==> src/rtl/cbp_pkg.sv <==
// ----------------------------------------------------------------------------
// cbp_pkg: shared types and constants of the cubic Bezier point evaluator
// Holds the register map, the register reset values and the pipeline layout.
// ----------------------------------------------------------------------------
package cbp_pkg;

  // Register map: one control point coordinate per 32-bit word.
  localparam int NUM_REGS   = 8;
  localparam int CFG_ADDR_W = 5;
  localparam int CFG_DATA_W = 32;

  typedef enum logic [2:0] {
    REG_START_X    = 3'd0,
    REG_START_Y    = 3'd1,
    REG_PULL_ONE_X = 3'd2,
    REG_PULL_ONE_Y = 3'd3,
    REG_PULL_TWO_X = 3'd4,
    REG_PULL_TWO_Y = 3'd5,
    REG_END_X      = 3'd6,
    REG_END_Y      = 3'd7
  } cfg_reg_e;

  localparam int RST_START_X    = 100;
  localparam int RST_START_Y    = 300;
  localparam int RST_PULL_ONE_X = 200;
  localparam int RST_PULL_ONE_Y = 100;
  localparam int RST_PULL_TWO_X = 400;
  localparam int RST_PULL_TWO_Y = 100;
  localparam int RST_END_X      = 500;
  localparam int RST_END_Y      = 300;

  // Pipeline layout. Each stage index names the register bank it loads.
  localparam int STAGES      = 9;
  localparam int ST_PARAM    = 0;  // clamped t and u = 1 - t
  localparam int ST_PROD     = 1;  // coordinate times u or t
  localparam int ST_LINE     = 2;  // u*P0 + 3t*P1 and 3u*P2 + t*P3
  localparam int ST_MUL1_PP  = 3;  // first scaling, partial products
  localparam int ST_MUL1_SUM = 4;  // first scaling, summed
  localparam int ST_MUL2_PP  = 5;  // second scaling, partial products
  localparam int ST_MUL2_SUM = 6;  // second scaling, summed
  localparam int ST_TOTAL    = 7;  // sum of both halves
  localparam int ST_OUT      = 8;  // truncated result, output register

  // Operand slice width of the split multiplier, small enough for one DSP cell.
  localparam int MUL_CHUNK_W = 24;

  typedef struct packed {
    logic [STAGES-1:0] en;
  } pipe_ctl_t;

  function automatic int reg_reset(cfg_reg_e r);
    int v;
    case (r)
      REG_START_X:    v = RST_START_X;
      REG_START_Y:    v = RST_START_Y;
      REG_PULL_ONE_X: v = RST_PULL_ONE_X;
      REG_PULL_ONE_Y: v = RST_PULL_ONE_Y;
      REG_PULL_TWO_X: v = RST_PULL_TWO_X;
      REG_PULL_TWO_Y: v = RST_PULL_TWO_Y;
      REG_END_X:      v = RST_END_X;
      REG_END_Y:      v = RST_END_Y;
      default:        v = 0;
    endcase
    return v;
  endfunction

endpackage

==> src/rtl/cbp_cfg_regs.sv <==
// ----------------------------------------------------------------------------
// cbp_cfg_regs: control point register file
// APB-style slave holding the eight control point coordinates.
// ----------------------------------------------------------------------------
module cbp_cfg_regs import cbp_pkg::*; #(
  parameter int COORD_BITS = 12
) (
  input  logic                         clk_i,
  input  logic                         rst_ni,
  input  logic                         psel,
  input  logic                         penable,
  input  logic                         pwrite,
  input  logic [CFG_ADDR_W-1:0]        paddr,
  input  logic [CFG_DATA_W-1:0]        pwdata,
  output logic [CFG_DATA_W-1:0]        prdata,
  output logic                         pready,
  output logic signed [COORD_BITS-1:0] coord_o [NUM_REGS]
);

  logic signed [COORD_BITS-1:0] regs_q [NUM_REGS];
  logic [2:0]                   idx;
  logic                         wr_en;

  assign idx    = paddr[CFG_ADDR_W-1:2];
  assign wr_en  = psel && penable && pwrite;
  assign pready = 1'b1;

  always_ff @(posedge clk_i or negedge rst_ni) begin
    if (!rst_ni) begin
      for (int i = 0; i < NUM_REGS; i++) begin
        regs_q[i] <= COORD_BITS'(reg_reset(cfg_reg_e'(3'(i))));
      end
    end else if (wr_en) begin
      regs_q[idx] <= pwdata[COORD_BITS-1:0];
    end
  end

  // Reads return the coordinate sign-extended to the bus width.
  assign prdata  = CFG_DATA_W'(regs_q[idx]);
  assign coord_o = regs_q;

endmodule

==> config.mk <==
export PLATFORM = sky130hd
export DESIGN_NAME = cbp_cfg_regs
export DESIGN_NICKNAME = d
export VERILOG_FILES = /design/src/rtl/cbp_pkg.sv /design/src/rtl/cbp_cfg_regs.sv
export SDC_FILE = /design/constraint.sdc
export NUM_CORES = 1
export LEC_CHECK = 0
export ABC_CLOCK_PERIOD_IN_PS = 2100
export BUFFER_PORTS_ARGS = -buffer_cell sky130_fd_sc_hd__buf_4
export CORE_MARGIN = 4
export CORE_UTILIZATION = 30
export CTS_BUF_LIST = sky130_fd_sc_hd__clkbuf_16
export DETAILED_ROUTE_END_ITERATION = 6
export PLACE_DENSITY = 0.55
export SETUP_SLACK_MARGIN = 0.15
export SYNTH_ARGS = -nofsm -noshare
export SYNTH_HDL_FRONTEND = slang
export SYNTH_SLANG_ARGS = --single-unit
==> constraint.sdc <==
create_clock -name clk_i -period 2.1 [get_ports clk_i]
set_clock_uncertainty 0.2 [all_clocks]
set_input_delay 0.21 -clock clk_i [delete_from_list [all_inputs] [get_ports clk_i]]
set_output_delay 0.21 -clock clk_i [all_outputs]
set_load 0.005 [all_outputs]
Yosys cells after proc, flatten, opt, wreduce, memory -nomap -nowiden
Cells that the tools add are included.
Operators by class
  order comparisons: 2
  multiplexer cells: 6
  bitwise gates (word level): 1
  reduce and logical (&&, ||, !) cells: 3
Operator list (number)
  bitwise mux 96 bit: 1
  binary-select mux 12 bit (select 3 bit): 1
  demux 12 bit (select 3 bit): 1
  two-way mux 12 bit: 3
  greater-or-equal comparator 4 bit (second input constant): 1
  less-than comparator 4 x 1 -> 1 bit (second input constant): 1
  NOT 3 -> 4 bit: 1
  logical AND 1 bit: 3
Storage, ports and cells
  register bits: 96
  input port bits: 42
  output and inout bits: 129
  logic and storage cells: 20

Depth between registers and ports, before layout
  depth after elaboration: 6
  depth in mapped cells: 6
  depth with buffers taken out: 3

Worst setup path before layout
Ideal clock, no wire load.
  kind: input-to-output
  from: input paddr[2]
  to: output prdata[12]
  data arrival time: 1.763 ns
  required time: 1.690 ns
  slack: -0.073 ns
  stages on the path: 6
  path buffers: 3
  cells stage by stage: buf_6 > buf_2 > or3b_2 > o211ai_1 > a221o_1 > buf_4
Between the ends
  cells in the longest elaborated chain, start to end: 4
Ends and longest elaborated chain
  start, declared: line cbp_cfg_regs.sv:13  | input logic [CFG_ADDR_W-1:0] paddr,
  NOT 3 -> 4 bit (implied by the code): line cbp_cfg_regs.sv:39  | assign prdata = CFG_DATA_W'(regs_q[idx]);
  binary-select mux 12 bit (select 3 bit): line cbp_cfg_regs.sv:39
  two-way mux 12 bit (implied by the code) (2 in a row): line cbp_cfg_regs.sv:39
  end, declared: line cbp_cfg_regs.sv:15  | output logic [CFG_DATA_W-1:0] prdata,
Every way passes these cells. The select of a mux whose other input is x is not followed.

Worst setup path in the final report
  from: register regs_q (netlist bit coord_o[47])
  to: output prdata[29]
Between the ends
  cells in the longest elaborated chain, start to end: 3
Ends and longest elaborated chain
  start, declared: line cbp_cfg_regs.sv:20  | logic signed [COORD_BITS-1:0] regs_q [NUM_REGS];
  start signal, assigned by index: line cbp_cfg_regs.sv:31  | regs_q[i] <= COORD_BITS'(reg_reset(cfg_reg_e'(3'(i))));
  start signal, assigned by index: line cbp_cfg_regs.sv:34  | regs_q[idx] <= pwdata[COORD_BITS-1:0];
  binary-select mux 12 bit (select 3 bit): line cbp_cfg_regs.sv:39
  two-way mux 12 bit (implied by the code) (2 in a row): line cbp_cfg_regs.sv:39
Every way passes these cells. The select of a mux whose other input is x is not followed.

==> load_flow_metrics.sql <==
INSERT INTO impl_metrics (metric_group, metric, value, unit) VALUES
('status', 'run_status', 'finished with violations', ''),
('status', 'failed_checks', 'negative setup slack', ''),
('critical_path', 'critical_path.max_fanout', '5', ''),
('route', 'number_of_routed_nets_with_antenna_violations', '0', ''),
('floorplanning', 'coreArea', '15200', 'um^2'),
('timing', 'setup_tns', '-535', 'ps'),
('route', 'detailedRoute.firstIterationViolations', '148', ''),
('floorplanning', 'rows', '45', ''),
('route', 'vias_per_cell', '4.80', ''),
('timing', 'max-slew-margin-rel', '65.7', '%'),
('critical_path', 'timing.critical_path.cells', 'or3b_4 > o211ai_1 > a221o_2 > buf_4', ''),
('route', 'routed_wire_length_per_instance', '20.0', 'um'),
('synthesis', 'mappedNetlistNets', '340', ''),
('synthesis', 'synth_top_cell_by_area', 'sky130_fd_sc_hd__dfrtp_1', ''),
('synthesis', 'async_flop_share', '100', '%'),
('synthesis', 'synth_warnings', '0', ''),
('grt', 'antenna_found_initial', '0', ''),
('placement', 'placed_cell_count', '617', ''),
('finish', 'util_after_layout', '46.1', '%'),
('hold_path', 'timing.hold.worst.class', 'input port to asynchronous set/reset pin', ''),
('critical_path', 'crit_path_end_kind', 'output port', ''),
('critical_path', 'kind_of_start_point_of_the_critical_path', 'flip-flop', ''),
('floorplanning', 'initial_utilization', '30.7', '%'),
('finish', 'finalNetCount', '558', ''),
('synthesis', 'sequential_to_total_area_share_from_yosys_stat', '52.3', '%'),
('clocking', 'cts_tree', 'done', ''),
('critical_path', 'worstPathRequired', '1690', 'ps'),
('job', 'max_cap_violation_count', '0', ''),
('synthesis', 'synth_flop_cell', 'sky130_fd_sc_hd__dfrtp_1', ''),
('timing', 'setup-violations-final', '21', ''),
('synthesis', 'count_leader_synth', 'sky130_fd_sc_hd__mux2_2', ''),
('grt', 'global_route.overflow_total', '0', ''),
('floorplanning', 'chipHeight', '133', 'um'),
('placement', 'gpl.final_weighted_congestion', '0.753', ''),
('synthesis', 'synth_enable_flop_cells', '0', ''),
('floorplanning', 'fp.dieArea', '17600', 'um^2'),
('floorplanning', 'die_width', '133', 'um'),
('clocking', 'clock_root_buffer', 'sky130_fd_sc_hd__clkbuf_16', ''),
('synthesis', 'yosys_register_bits', '96', ''),
('timing', 'final_critical_path_setup_slack', '-44.7', 'ps'),
('timing', 'post-route-period-util', '102', '%'),
('synthesis', 'synth.area.top_cells', 'sky130_fd_sc_hd__dfrtp_1, sky130_fd_sc_hd__mux2_2, sky130_fd_sc_hd__dfstp_2', ''),
('finish', 'layout.filler_cells', '1380', ''),
('route', 'number_of_search_and_repair_iterations_in_the_first_detailed_routing_pass', '4', ''),
('critical_path', 'setup.worst_path.start', 'coord_o[47]', ''),
('synthesis', 'avgSynthCellArea', '15.6', 'um^2'),
('placement', 'worst_setup_slack_after_placement', '19.3', 'ps'),
('timing', 'hold_violations', '0', ''),
('finish', 'area.growth.synth_to_final', '50.3', '%'),
('clocking', 'clock_latency', '330', 'ps'),
('grt', 'first_global_vias', '3650', ''),
('critical_path', 'worstSetupEndpoint', 'prdata[29]', ''),
('synthesis', 'synth_largest_type_area_fraction', '36.0', '%'),
('critical_path', 'crit-reg2reg-launch', 'coord_o[92]', ''),
('critical_path', 'path_class', 'flip-flop to output port', ''),
('pwr', 'irDropWorstVdd', '348', 'uV'),
('critical_path', 'max_stage_delay', '470', 'ps'),
('floorplanning', 'floorplan.io_pins', '171', ''),
('clocking', 'clockBufferDepth', '2', ''),
('grt', 'grt.total_usage', '16.0', '%'),
('synthesis', 'synthCells', '298', ''),
('synthesis', 'syn-cell-area', '4660', 'um^2'),
('synthesis', 'post_synth_num_cell_types', '26', ''),
('critical_path', 'worst-r2r-setup-slack', '890', 'ps'),
('critical_path', 'cp_data_arrival_time', '1730', 'ps'),
('synthesis', 'synth_common_cells', 'sky130_fd_sc_hd__mux2_2, sky130_fd_sc_hd__dfrtp_1, sky130_fd_sc_hd__dfstp_2, sky130_fd_sc_hd__buf_4, sky130_fd_sc_hd__mux2_4', ''),
('clocking', 'cts-buffers-inserted', '9', ''),
('critical_path', 'worst_path_max_delay_cell', 'sky130_fd_sc_hd__a221o_2', ''),
('grt', 'grt_first_pass_wirelength', '21500', 'um'),
('clocking', 'worst_setup_hold_path_clk_slew', '60', 'ps'),
('route', 'drcViolationCount', '0', '');
cells in the final DEF, fill, tap and decap left out:
master and n:
sky130_fd_sc_hd__nand4_1 1, sky130_fd_sc_hd__bufinv_16 2, sky130_fd_sc_hd__dfstp_2 29, sky130_fd_sc_hd__conb_1 1, sky130_fd_sc_hd__a221o_1 4, sky130_fd_sc_hd__clkinv_1 1
sky130_fd_sc_hd__buf_12 6, sky130_fd_sc_hd__and3_1 3, sky130_fd_sc_hd__mux2i_1 6, sky130_fd_sc_hd__clkinv_2 1, sky130_fd_sc_hd__buf_4 210, sky130_fd_sc_hd__mux2_4 28
sky130_fd_sc_hd__mux4_2 18, sky130_fd_sc_hd__a221o_2 2, sky130_fd_sc_hd__a31oi_1 3, sky130_fd_sc_hd__nor2_2 6, sky130_fd_sc_hd__nand2b_1 2, sky130_fd_sc_hd__dfrtp_1 67
sky130_fd_sc_hd__o21ai_0 2, sky130_fd_sc_hd__nor2_1 1, sky130_fd_sc_hd__clkinvlp_4 2, sky130_fd_sc_hd__nor2b_1 1, sky130_fd_sc_hd__or3_4 2, sky130_fd_sc_hd__nand4b_4 1
sky130_fd_sc_hd__buf_6 13, sky130_fd_sc_hd__mux2_2 77, sky130_fd_sc_hd__o21ai_1 1, sky130_fd_sc_hd__o211ai_1 3, sky130_fd_sc_hd__dlygate4sd3_1 13, sky130_fd_sc_hd__clkbuf_16 9
sky130_fd_sc_hd__or3b_4 3, sky130_fd_sc_hd__inv_1 2, sky130_fd_sc_hd__nand2_1 1
layout make-up:
type                            instances  area [um^2]  share of cell area [%]
Sequential cell                        96         2440                    34.8
Multi-Input combinational cell        166         2040                    29.2
Timing Repair Buffer                  242         1970                    28.2
Tap cell                              188          235                    3.36
Clock buffer                            9          225                    3.21
Clock inverter                          7         87.6                    1.25
Inverter                                1         3.75                  0.0536
worst max-delay path: cells and delay by family (launching register included):
| family | cells | cell delay (ps) |
|---|---|---|
| buffers and inverters | 1 | 160 |
| flip-flops | 1 | 370 |
| AND/OR/NAND/NOR | 1 | 220 |
| AO/OA/AOI/OAI | 2 | 640 |
metal layers:
metal	vias to the layer above	part of all wire, %	GRT usage, %
met5	-	0	0
met4	0	1.1	4.21
met3	11	4.4	4.11
met2	103	49	26.1
met1	1760	46	21.2
li1	1532	-	-
stage by stage:
step           power, uW  hold WS, ps  area (um^2)
4_1_cts             6380          284         6880
2_1_floorplan       3310         -286         4670
3_3_place_gp        4240          109         6000
3_5_place_dp        4270          108         6000
6_report            6380          280         7010
5_1_grt             6710          325         7010
report_power, final:
part / internal, uW / total (uW) / switching [uW]
registers: 2290 / 2550 / 252
clock network: 1030 / 1720 / 686
logic: 1430 / 2120 / 692
total: 4750 / 6380 / 1630
cell families after synthesis:
family / count (synthesis) / share of synthesized area, %
mux: 129 / 36.9
flops: 96 / 52.3
other cells: 1 / 0.0804
simple gates: 21 / 3.14
compound gates: 12 / 1.85
buf+inv: 39 / 5.69
worst min path at each step:
stage / start / to / slack, ps / depth (start not counted)
after floorplan: rst_ni / coord_o[0] / -290 / 0
after global routing: rst_ni / coord_o[24] / 320 / 3
after detailed placement: rst_ni / coord_o[36] / 110 / 2
after CTS: rst_ni / coord_o[84] / 280 / 3
after global placement: rst_ni / coord_o[36] / 110 / 2
final: rst_ni / coord_o[36] / 280 / 3
timing repair:
item | in CTS | in global routing
gates cloned | 3 | 0
setup endpoints to repair | 32 | 32
setup buffers | 48 | 12
pin swaps | 6 | 1
endpoints found under the hold margin | 163 | 0
resized for setup | 16 | 10
hold buffers | 13 | 0
No activity file was read; power rests on OpenSTA's default activity.
